===== config.mk =====
export PLATFORM = sky130hd
export DESIGN_NAME = pulse_interval_word_encoder_flat
export DESIGN_NICKNAME = d
export VERILOG_FILES = /design/src/rtl/core/piwe_pkg.sv /design/src/rtl/core/piwe_if.sv /design/src/rtl/core/piwe_dur.sv /design/src/rtl/core/piwe_seq.sv /design/src/rtl/core/pulse_interval_word_encoder.sv /design/src/flat_wrapper.sv
export SDC_FILE = /design/constraint.sdc
export NUM_CORES = 1
export LEC_CHECK = 0
export ABC_AREA = 0
export BUFFER_PORTS_ARGS = -buffer_cell sky130_fd_sc_hd__buf_2
export CORE_MARGIN = 3
export CORE_UTILIZATION = 45
export CTS_CLUSTER_SIZE = 40
export DETAILED_ROUTE_END_ITERATION = 7
export PLACE_DENSITY = 0.62
export SLEW_MARGIN = 20
export SYNTH_ARGS = -nofsm -noshare
export SYNTH_HDL_FRONTEND = slang
export SYNTH_SLANG_ARGS = --single-unit

===== constraint.sdc =====
create_clock -name i_clk -period 3.15 [get_ports i_clk]
set_clock_uncertainty 0.1 [all_clocks]
set_input_delay 0.1575 -clock i_clk [delete_from_list [all_inputs] [get_ports i_clk]]
set_output_delay 0.1575 -clock i_clk [all_outputs]
set_load 0.01 [all_outputs]

===== src/rtl/core/piwe_pkg.sv =====
// Shared types and constants of the pulse interval word encoder.
package piwe_pkg;

    localparam int ADDR_BITS     = 5;
    localparam int DATA_BITS     = 4;
    localparam int WORD_BITS     = ADDR_BITS + DATA_BITS;
    localparam int CAP_W         = 8;
    localparam int DUR_W         = 15;
    localparam int COPY_LEN      = WORD_BITS * 4 + 1;
    localparam int FRAME_RESULTS = COPY_LEN;
    localparam int POS_W         = $clog2(COPY_LEN);
    localparam int CFG_IDX_W     = 2;
    localparam int CFG_DATA_W    = DUR_W;

    localparam logic [POS_W-1:0] SYNC_POS  = POS_W'(COPY_LEN - 1);
    localparam logic [POS_W-1:0] LAST_PAIR = POS_W'(FRAME_RESULTS - 1);
    localparam logic [CAP_W-1:0] MIN_CAP   = CAP_W'(FRAME_RESULTS);

    typedef enum logic [CFG_IDX_W-1:0] {
        CFG_SHORT = 2'd0,
        CFG_LONG  = 2'd1,
        CFG_SYNC  = 2'd2,
        CFG_IDLE  = 2'd3
    } t_cfg_idx;

    typedef enum logic [1:0] {
        ST_IDLE,
        ST_RUN,
        ST_OVF
    } t_state;

    typedef struct packed {
        logic             emit;
        logic             ovf;
        logic             last;
        logic [POS_W-1:0] pos_a;
        logic [POS_W-1:0] pos_b;
    } t_seq_ctl;

endpackage


===== src/rtl/core/piwe_if.sv =====
// Valid/ready channel interfaces for input items and result pairs.
interface piwe_in_if;
    logic       valid;
    logic       ready;
    logic [4:0] address;
    logic [3:0] payload;
    logic [7:0] capacity;

    modport source (output valid, address, payload, capacity, input ready);
    modport sink   (input valid, address, payload, capacity, output ready);
endinterface

interface piwe_out_if;
    logic        valid;
    logic        ready;
    logic [14:0] first_duration;
    logic        first_level;
    logic [14:0] second_duration;
    logic        second_level;
    logic        last;
    logic        overflow;

    modport source (output valid, first_duration, first_level, second_duration,
                    second_level, last, overflow, input ready);
    modport sink   (input valid, first_duration, first_level, second_duration,
                    second_level, last, overflow, output ready);
endinterface


===== src/rtl/core/piwe_dur.sv =====
// Interval duration unit: maps two frame positions of a copy to durations.
module piwe_dur (
    input  logic [piwe_pkg::WORD_BITS-1:0] i_word,
    input  logic [piwe_pkg::DUR_W-1:0]     i_short,
    input  logic [piwe_pkg::DUR_W-1:0]     i_long,
    input  logic [piwe_pkg::DUR_W-1:0]     i_sync,
    input  logic [piwe_pkg::POS_W-1:0]     i_pos_a,
    input  logic [piwe_pkg::POS_W-1:0]     i_pos_b,
    output logic [piwe_pkg::DUR_W-1:0]     o_dur_a,
    output logic [piwe_pkg::DUR_W-1:0]     o_dur_b
);
    import piwe_pkg::*;

    function automatic logic [DUR_W-1:0] pick(
        input logic [POS_W-1:0]     pos,
        input logic [WORD_BITS-1:0] word,
        input logic [DUR_W-1:0]     s,
        input logic [DUR_W-1:0]     l,
        input logic [DUR_W-1:0]     y
    );
        logic [POS_W-3:0] bidx;
        logic             bit_val;
        begin
            bidx    = pos[POS_W-1:2];
            bit_val = word[bidx];
            if (pos == SYNC_POS) begin
                pick = y;
            end else if (bit_val ^ pos[0]) begin
                // one: long on even phase; zero: long on odd phase
                pick = l;
            end else begin
                pick = s;
            end
        end
    endfunction

    assign o_dur_a = pick(i_pos_a, i_word, i_short, i_long, i_sync);
    assign o_dur_b = pick(i_pos_b, i_word, i_short, i_long, i_sync);

endmodule


===== src/rtl/core/piwe_seq.sv =====
// Frame sequencer: walks the interval positions of a frame, one pair a step.
module piwe_seq (
    input  logic                       i_clk,
    input  logic                       i_rst_n,
    input  logic                       i_in_valid,
    input  logic [piwe_pkg::CAP_W-1:0] i_capacity,
    input  logic                       i_out_free,
    output logic                       o_in_ready,
    output piwe_pkg::t_seq_ctl         o_ctl
);
    import piwe_pkg::*;

    t_state           r_state, n_state;
    logic [POS_W-1:0] r_pos, n_pos;
    logic [POS_W-1:0] r_cnt, n_cnt;
    logic [POS_W:0]   pos_step;
    logic [POS_W-1:0] pos_next_a;
    logic [POS_W-1:0] pos_b;
    logic             accept;

    assign accept   = i_in_valid && (r_state == ST_IDLE);
    assign pos_step = {1'b0, r_pos} + (POS_W+1)'(2);
    // wrap into the second copy of the word
    assign pos_next_a = (pos_step >= (POS_W+1)'(COPY_LEN))
                      ? POS_W'(pos_step - (POS_W+1)'(COPY_LEN))
                      : pos_step[POS_W-1:0];
    assign pos_b = (r_pos == SYNC_POS) ? '0 : r_pos + POS_W'(1);

    always_comb begin
        n_state = r_state;
        case (r_state)
            ST_IDLE: begin
                if (accept) begin
                    n_state = (i_capacity < MIN_CAP) ? ST_OVF : ST_RUN;
                end
            end
            ST_RUN: begin
                if (i_out_free && r_cnt == LAST_PAIR) begin
                    n_state = ST_IDLE;
                end
            end
            ST_OVF: begin
                if (i_out_free) begin
                    n_state = ST_IDLE;
                end
            end
            default: n_state = ST_IDLE;
        endcase
    end

    always_comb begin
        o_in_ready  = 1'b0;
        o_ctl.emit  = 1'b0;
        o_ctl.ovf   = 1'b0;
        o_ctl.last  = 1'b0;
        o_ctl.pos_a = r_pos;
        o_ctl.pos_b = pos_b;
        n_pos       = r_pos;
        n_cnt       = r_cnt;
        case (r_state)
            ST_IDLE: begin
                o_in_ready = 1'b1;
                n_pos      = '0;
                n_cnt      = '0;
            end
            ST_RUN: begin
                o_ctl.emit = i_out_free;
                o_ctl.last = (r_cnt == LAST_PAIR);
                if (i_out_free) begin
                    n_pos = pos_next_a;
                    n_cnt = (r_cnt == LAST_PAIR) ? '0 : r_cnt + POS_W'(1);
                end
            end
            ST_OVF: begin
                o_ctl.emit = i_out_free;
                o_ctl.ovf  = 1'b1;
            end
            default: begin
                o_in_ready = 1'b0;
            end
        endcase
    end

    always_ff @(posedge i_clk) begin
        if (!i_rst_n) begin
            r_state <= ST_IDLE;
            r_pos   <= '0;
            r_cnt   <= '0;
        end else begin
            r_state <= n_state;
            r_pos   <= n_pos;
            r_cnt   <= n_cnt;
        end
    end

`ifndef SYNTH
    a_pos_range: assert property (@(posedge i_clk) disable iff (!i_rst_n)
        r_pos <= SYNC_POS && r_cnt <= LAST_PAIR)
        else $error("sequencer position out of range");
    a_run_ends: assert property (@(posedge i_clk) disable iff (!i_rst_n)
        (r_state == ST_RUN && i_out_free && r_cnt == LAST_PAIR) |=> r_state == ST_IDLE)
        else $error("frame did not end after last pair");
    a_ovf_one: assert property (@(posedge i_clk) disable iff (!i_rst_n)
        (r_state == ST_OVF && i_out_free) |=> r_state == ST_IDLE)
        else $error("overflow result repeated");
`endif

endmodule


===== src/rtl/core/pulse_interval_word_encoder.sv =====
// Top level: config registers, word latch, sequencer, duration unit, result register.
// First pair: run state entered on input transfer, registered once output is free.
// Throughput: 37 result pairs per item, one a cycle without back-pressure, set by
//   the sequencer stepping the shared duration unit once per pair.
// Overflow: one result, input ready again once it is registered.
// Reset (i_rst_n low, synchronous) clears config registers, sequencer, output valid.
module pulse_interval_word_encoder (
    input  logic                            i_clk,
    input  logic                            i_rst_n,
    piwe_in_if.sink                         i_in,
    piwe_out_if.source                      o_out,
    input  logic                            i_cfg_we,
    input  logic [piwe_pkg::CFG_IDX_W-1:0]  i_cfg_idx,
    input  logic [piwe_pkg::CFG_DATA_W-1:0] i_cfg_data
);
    import piwe_pkg::*;

    logic [DUR_W-1:0]     r_short, r_long, r_sync;
    logic                 r_idle;
    logic [WORD_BITS-1:0] r_word;
    logic                 r_valid;
    logic [DUR_W-1:0]     r_dur_a, r_dur_b;
    logic                 r_lvl_a, r_lvl_b, r_last, r_ovf;
    logic                 out_free;
    logic                 in_ready;
    t_seq_ctl             ctl;
    logic [DUR_W-1:0]     dur_a, dur_b;

    assign out_free = !r_valid || o_out.ready;

    always_ff @(posedge i_clk) begin
        if (!i_rst_n) begin
            r_short <= '0;
            r_long  <= '0;
            r_sync  <= '0;
            r_idle  <= 1'b0;
        end else if (i_cfg_we) begin
            case (t_cfg_idx'(i_cfg_idx))
                CFG_SHORT: r_short <= i_cfg_data;
                CFG_LONG:  r_long  <= i_cfg_data;
                CFG_SYNC:  r_sync  <= i_cfg_data;
                CFG_IDLE:  r_idle  <= i_cfg_data[0];
                default:   r_idle  <= r_idle;
            endcase
        end
    end

    always_ff @(posedge i_clk) begin
        if (i_in.valid && in_ready) begin
            r_word <= {i_in.payload, i_in.address};
        end
    end

    piwe_seq u_seq (
        .i_clk      (i_clk),
        .i_rst_n    (i_rst_n),
        .i_in_valid (i_in.valid),
        .i_capacity (i_in.capacity),
        .i_out_free (out_free),
        .o_in_ready (in_ready),
        .o_ctl      (ctl)
    );

    piwe_dur u_dur (
        .i_word  (r_word),
        .i_short (r_short),
        .i_long  (r_long),
        .i_sync  (r_sync),
        .i_pos_a (ctl.pos_a),
        .i_pos_b (ctl.pos_b),
        .o_dur_a (dur_a),
        .o_dur_b (dur_b)
    );

    // hold the result until the sink takes it
    always_ff @(posedge i_clk) begin
        if (!i_rst_n) begin
            r_valid <= 1'b0;
        end else if (out_free) begin
            r_valid <= ctl.emit;
        end
    end

    always_ff @(posedge i_clk) begin
        if (out_free && ctl.emit) begin
            r_dur_a <= ctl.ovf ? '0 : dur_a;
            r_dur_b <= ctl.ovf ? '0 : dur_b;
            r_lvl_a <= ctl.ovf ? 1'b0 : !r_idle;
            r_lvl_b <= ctl.ovf ? 1'b0 : r_idle;
            r_last  <= ctl.ovf ? 1'b0 : ctl.last;
            r_ovf   <= ctl.ovf;
        end
    end

    assign i_in.ready            = in_ready;
    assign o_out.valid           = r_valid;
    assign o_out.first_duration  = r_dur_a;
    assign o_out.first_level     = r_lvl_a;
    assign o_out.second_duration = r_dur_b;
    assign o_out.second_level    = r_lvl_b;
    assign o_out.last            = r_last;
    assign o_out.overflow        = r_ovf;

`ifndef SYNTH
    a_ovf_zero: assert property (@(posedge i_clk) disable iff (!i_rst_n)
        (r_valid && r_ovf) |-> (r_dur_a == '0 && r_dur_b == '0 && !r_last
                                && !r_lvl_a && !r_lvl_b))
        else $error("overflow result carries data");
    a_levels: assert property (@(posedge i_clk) disable iff (!i_rst_n)
        (r_valid && !r_ovf) |-> (r_lvl_a != r_lvl_b))
        else $error("pair levels do not alternate");
    a_no_accept_busy: assert property (@(posedge i_clk) disable iff (!i_rst_n)
        (ctl.emit) |-> !in_ready)
        else $error("input ready while frame in progress");
`endif

endmodule


===== src/flat_wrapper.sv =====
// flat-port wrapper written by rule: the top's interface ports become plain ports
module pulse_interval_word_encoder_flat import piwe_pkg::*;
  (i_clk, i_rst_n, i_cfg_we, i_cfg_idx, i_cfg_data, i_in_valid, i_in_address, i_in_payload, i_in_capacity, i_in_ready, o_out_valid, o_out_first_duration, o_out_first_level, o_out_second_duration, o_out_second_level, o_out_last, o_out_overflow, o_out_ready);
  piwe_in_if i_in_i ();
  piwe_out_if o_out_i ();
  input  logic i_clk;
  input  logic i_rst_n;
  input  logic i_cfg_we;
  input  logic [piwe_pkg::CFG_IDX_W-1:0] i_cfg_idx;
  input  logic [piwe_pkg::CFG_DATA_W-1:0] i_cfg_data;
  input wire logic [$bits(i_in_i.valid)-1:0] i_in_valid;
  input wire logic [$bits(i_in_i.address)-1:0] i_in_address;
  input wire logic [$bits(i_in_i.payload)-1:0] i_in_payload;
  input wire logic [$bits(i_in_i.capacity)-1:0] i_in_capacity;
  output wire logic [$bits(i_in_i.ready)-1:0] i_in_ready;
  output wire logic [$bits(o_out_i.valid)-1:0] o_out_valid;
  output wire logic [$bits(o_out_i.first_duration)-1:0] o_out_first_duration;
  output wire logic [$bits(o_out_i.first_level)-1:0] o_out_first_level;
  output wire logic [$bits(o_out_i.second_duration)-1:0] o_out_second_duration;
  output wire logic [$bits(o_out_i.second_level)-1:0] o_out_second_level;
  output wire logic [$bits(o_out_i.last)-1:0] o_out_last;
  output wire logic [$bits(o_out_i.overflow)-1:0] o_out_overflow;
  input wire logic [$bits(o_out_i.ready)-1:0] o_out_ready;
  assign i_in_i.valid = i_in_valid;
  assign i_in_i.address = i_in_address;
  assign i_in_i.payload = i_in_payload;
  assign i_in_i.capacity = i_in_capacity;
  assign i_in_ready = i_in_i.ready;
  assign o_out_valid = o_out_i.valid;
  assign o_out_first_duration = o_out_i.first_duration;
  assign o_out_first_level = o_out_i.first_level;
  assign o_out_second_duration = o_out_i.second_duration;
  assign o_out_second_level = o_out_i.second_level;
  assign o_out_last = o_out_i.last;
  assign o_out_overflow = o_out_i.overflow;
  assign o_out_i.ready = o_out_ready;
  pulse_interval_word_encoder u_core (.i_clk(i_clk), .i_rst_n(i_rst_n), .i_in(i_in_i), .o_out(o_out_i), .i_cfg_we(i_cfg_we), .i_cfg_idx(i_cfg_idx), .i_cfg_data(i_cfg_data));
endmodule

# --- Yosys cells after proc, flatten, opt, wreduce, memory -nomap -nowiden ---
# Cells that the tools add are included.
word_totals:
  register_bits: 104
  in_bits: 39
  out_inout_bits: 36
classes:
  n_addsub: 4
  order_cmp: 4
  eq_ne: 12
  mux: 23
  bitwise_logic: 3
  reduce_logical: 18
ops:
  columns: ["cell", "n"]
  rows:
  - ["$mux W15", 4]
  - ["$mux W6", 5]
  - ["$pmux W6 S2", 2]
  - ["$eq A6 B6 Y1 const B", 3]
  - ["$add A6 B1 Y6 const B", 2]
  - ["$lt A4 B5 Y1 const B", 2]
  - ["$reduce_and A2 Y1", 5]
  - ["$bmux W1 S4", 2]
  - ["$lt A8 B6 Y1 const B", 1]
  - ["$mux W2", 4]
  - ["$add A6 B2 Y7 const B", 1]
  - ["$ge A7 B6 Y1 const B", 1]
  - ["$eq A2 B2 Y1 const B", 3]
  - ["$pmux W2 S3", 1]
  - ["$sub A6 B6 Y6 const B", 1]
  - ["$mux W1", 5]
  - ["$eq A2 B1 Y1 const B", 2]
  - ["$logic_and A1 B1 Y1", 4]
  - ["$logic_not A2 Y1", 2]
  - ["$ne A2 B1 Y1 const B", 2]
  - ["$ne A2 B2 Y1 const B", 2]
  - ["$reduce_or A2 Y1", 2]
  - ["$reduce_and A3 Y1", 1]
  - ["$logic_not A1 Y1", 2]
  - ["4 further kinds", 5]

# --- Logic depth before layout (Yosys ltp) ---
logic_depth:
  word_depth: 7
  mapped_depth: 11
  depth_no_buf: 9

# --- Hierarchy ---
# From an unflattened synthesis, not the netlist that was laid out.
hier_totals:
  cells_unflattened: 574
  area_unflattened_um2: 5520.3
modules_own_cells:
  columns: ["mod", "instances", "cells_per_inst", "area_each_um2", "seq_area_each_um2"]
  rows:
  - ["pulse_interval_word_encoder", 1, 255, 3278.1, 2232.1]
  - ["piwe_seq", 1, 149, 1199.9, 280.3]
  - ["piwe_dur", 1, 170, 1042.2, 0.0]

# --- Worst setup path after synthesis ---
# Ideal clock, no wire load.
synth_timing:
  kind: "reg-to-reg"
  start: "register u_core.u_seq.r_pos[0]"
  end: "register u_core.r_dur_b[10] (netlist: u_core.o_out.second_duration[10]) (data pin)"
  setup_time_ns: 0.133
  arrival_time_ns: 2.601
  setup_slack_ns: 0.317
  stages_incl_launch_ff: 11
  synth_period_minus_slack_ns: 2.833
  cell_sequence: "dfxtp_1 > ha_1 > buf_4 > nand3_1 > xnor2_1 > a2111oi_2 > a311oi_1 > and3_4 > mux2i_2 > buf_6 > o221a_1"
synth_between:
  elab_chain_len: 7
  word_cells_on_any_way: 9
  classes_between: "add/sub (1); eq/ne (2); mux (5); bitwise (1)"
synth_lines:
  columns: ["element", "line_no", "source"]
  rows:
  - ["from (decl)", "piwe_seq.sv:14", "logic [POS_W-1:0] r_pos, n_pos;"]
  - ["from (signal assigned)", "piwe_seq.sv:91", "r_pos <= n_pos;"]
  - ["$add A6 B1 Y6 or $eq A6 B6 Y1 (tied branches)", "piwe_seq.sv:27", "assign pos_b = (r_pos == SYNC_POS) ? '0 : r_pos + POS_W'(1);"]
  - ["$mux W6 *", "piwe_seq.sv:27", null]
  - ["$bmux W1 S4", "piwe_dur.sv:25", "bit_val = word[bidx];"]
  - ["$mux W1 (implied by the code)", "piwe_dur.sv:25", null]
  - ["$xor A1 B1 Y1", "piwe_dur.sv:28", "end else if (bit_val ^ pos[0]) begin"]
  - ["$mux W15", "piwe_dur.sv:28", null]
  - ["$mux W15 *", "piwe_dur.sv:26", "if (pos == SYNC_POS) begin"]
  - ["to (signal assigned)", "pulse_interval_word_encoder.sv:87", "r_dur_b <= ctl.ovf ? '0 : dur_b;"]
  - ["to (decl)", "pulse_interval_word_encoder.sv:22", "logic [DUR_W-1:0] r_dur_a, r_dur_b;"]
# Every way passes the cells marked *; elsewhere a longest branch is shown, timed or not. The select of a mux whose other input is x is not followed.
# A chain may end at the register's enable or synchronous reset.

# --- Worst setup path after layout ---
layout_timing:
  start: "register u_core.u_seq.r_pos[1]"
  end: "register u_core.r_dur_b[7] (netlist: u_core.o_out.second_duration[7]) (data pin)"
# The elaborated chain is that of the path after synthesis.

==> impl_metrics.json <==
{
  "status": "completed",
  "drv_slew": 0,
  "dieArea_mm2": 0.0134,
  "rsz0062_at_grt": "no",
  "synth_cells": 578,
  "grt_pass1_wl_um": 21600,
  "cp_cell_sequence": "inv_1 -> ha_1 -> and4bb_2 -> a22oi_2 -> o21ai_0 -> a311oi_2 -> and3_4 -> mux2i_2 -> buf_4 -> o221a_1",
  "drtPass1Iterations": 4,
  "std_cell_rows": 39,
  "setup_viol": 0,
  "ys.flop_type": "dfxtp_1",
  "portBuffers": 74,
  "cp_data_required_time_ns": 3.27,
  "synth-seq-cells": 104,
  "syn_area_per_cell_um2": 9.35,
  "syn_to_final_growth_pct": 20.8,
  "routed_wl_um": 13200,
  "end_kind": "flop",
  "whs_ns": 0.0255,
  "antenna_found_initial": 0,
  "powerDensity_mw_per_mm2": 488,
  "peakVddDrop_mv": 0.342,
  "whs_path_depth": 4,
  "setup_tns_ns": 0,
  "ys_seq_area_share_pct": 46.5,
  "crit_cells": 10,
  "clock_sinks": 104,
  "synth_nets": 629,
  "power_mw": 3.19,
  "path_clk_slew_ns": 0.07,
  "cts_tree": "built",
  "r2r_cells": 10,
  "netlist-cell-type-count": 58,
  "drc": 0,
  "synth_edf_count": 43,
  "antenna_cells": 0,
  "hold_violations": 0,
  "grt_max_degree": 58,
  "fp.coreArea_mm2": 0.0116,
  "drtAntennaViolNets": 0,
  "p_leak_nw": 2.57,
  "critPathArrivalTime_ns": 3.08,
  "gr-total-overflow": 0,
  "async_flop_share_pct": 0,
  "cp_max_fo": 15,
  "start_kind": "flop",
  "tightestPinTransition_ns": 0.751,
  "nFillCells": 1020,
  "pin_count": 75,
  "htree_num_levels": 3,
  "grtUsageTotal_pct": 20.6,
  "yosys_warnings": 0,
  "root_buffer": "clkbuf_16",
  "vias": 4509,
  "place.gp.congestion": 0.885,
  "nets": 727,
  "fp.dieW_um": 116,
  "final_util_pct": 56.5,
  "first_iter_violations": 270,
  "worst_path_max_delay_cell": "dfxtp_1",
  "drive_above_1_share_pct": 19.7,
  "synth_top_area_cell": "edfxtp_1",
  "dpl.hpwl_um": 8890,
  "max_stage_delay_ns": 0.44,
  "synthTopCellsByArea": "edfxtp_1, dfxtp_1, nand2_1",
  "crit_family": "compound AO/OA/AOI/OAI gates",
  "drv_cap": 0,
  "fp.dieH_um": 116,
  "cts_buffers": 9,
  "wl_per_cell_um": 16.0,
  "netlist.area_leader.share_pct": 23.9,
  "max_freq_mhz": 339,
  "critPathBufInv": 2,
  "path_class": "flop to flop",
  "hold_path.class": "primary input to flop",
  "grt_pass1_vias": 4380,
  "slew_headroom_pct": 49.9,
  "start_util_pct": 46.7,
  "period_share_pct": 93.8,
  "final.min_clock_period_ns": 2.95,
  "ctsLongestPathBuffers": 2,
  "insertion_delay_ns": 0.36,
  "routed_via_density": 5.47,
  "syn_area_mm2": 0.00541
}
[layout make-up]
class	count	area (um^2)	share of cell area (%)
Clock buffer	12	236	3.62
Clock inverter	4	53.8	0.824
Inverter	10	37.5	0.575
Multi-Input combinational cell	426	2680	41.1
Sequential cell	104	2510	38.5
Tap cell	143	179	2.74
Timing Repair Buffer	125	828	12.7
[repair_timing]
item	4_1_cts	5_1_grt
resized for setup	0	1
hold buffers	25	0
setup buffers	1	0
endpoints found under the hold margin	55	0
setup endpoints to repair	15	15
[worst register-to-register path, stage by stage (launching register included)]
cell and delay, ns:
dfxtp_1 0.44, inv_1 0.13, ha_1 0.22, and4bb_2 0.25
a22oi_2 0.29, o21ai_0 0.16, a311oi_2 0.30, and3_4 0.25
mux2i_2 0.19, buf_4 0.26, o221a_1 0.23
[stage by stage]
stage	cell area, um^2	instances	setup slack [ns]
2_1_floorplan	5410	578	0.317
3_3_place_gp	5960	782	-0.00216
3_5_place_dp	5960	782	-0.101
4_1_cts	6530	824	0.145
5_1_grt	6530	824	0.0183
6_report	6530	824	0.196
[worst paths after layout]
path / startpoint / end / slack, ns
setup / recovery: u_core.u_seq.r_pos[1] / u_core.o_out.second_duration[7] / 0.20
hold / removal: i_in_capacity[7] / u_core.u_seq.r_state[1] / 0.03
setup reg to reg: u_core.u_seq.r_pos[1] / u_core.o_out.second_duration[7] / 0.20
hold reg to reg: u_core.u_seq.r_cnt[5] / u_core.u_seq.r_cnt[5] / 0.37
[flip-flops by register name, summed over array words and instances (netlist names)]
register	flops
u_core.r_idle	1
u_core.u_seq.r_cnt	6
u_core.o_out.first_duration	15
u_core.r_sync	15
u_core.r_short	15
u_core.o_out.second_level	1
u_core.r_long	15
u_core.o_out.valid	1
u_core.u_seq.r_pos	6
u_core.r_word	9
u_core.o_out.first_level	1
u_core.o_out.last	1
u_core.u_seq.r_state	2
u_core.o_out.second_duration	15
u_core.o_out.overflow	1
[placed cells by master, fill, tap and decap left out, types with 3 or more instances in the layout]
cell type and instances:
a211oi_1 17, dlygate4sd3_1 25, nor2_1 70, dfxtp_1 61, clkbuf_1 3, and2_1 5, a21boi_0 47, nand4_1 7
edfxtp_1 43, a21oi_1 10, nor3b_1 3, nor3_1 6, nand3b_1 3, o21a_1 3, o221a_1 10, a21o_1 6
nand2b_1 5, o221a_2 6, clkbuf_16 9, mux2i_1 21, ha_1 12, inv_1 10, nor2b_1 7, nand3_1 13
a31oi_1 5, and3_1 4, nand2_1 110, buf_4 25, buf_2 74, xnor2_1 5, o21ai_0 10, nor4_1 5
xor2_1 5
[per-layer routing]
layer / GRT usage (%) / vias to the layer above / share of wire [%]
met1: 25.5 / 2142 / 44
li1: - / 2249 / -
met4: 8.51 / 0 / 1.8
met2: 35.1 / 101 / 50
met3: 4.23 / 17 / 4.3
met5: 0 / - / 0
[power breakdown]
group | switching [mW] | internal, mW
Clock | 0.495 | 0.622
Sequential | 0.0498 | 1.53
Combinational | 0.282 | 0.213
[cells in the mapped netlist, types with 12 or more instances]
master,n
a21boi_0,47
mux2i_1,21
dfxtp_1,61
nand3_1,13
clkbuf_1,28
nor2_1,70
edfxtp_1,43
nand2_1,110
ha_1,12
a211oi_1,17
[logic make-up (layout without fill, tap and decap cells)]
logic type,Yosys count,count (layout),share of synthesized area (%)
muxes,24,24,4.98
AOI/OAI and AO/OA,131,131,19.1
buffers and inverters,48,151,4.00
and+or+nand+nor,248,248,20.7
xor gates and xnor gates,11,11,1.92
DFF,104,104,46.5
adders and majority gates,12,12,2.78
Note: power is estimated with default switching activity, not from simulation.
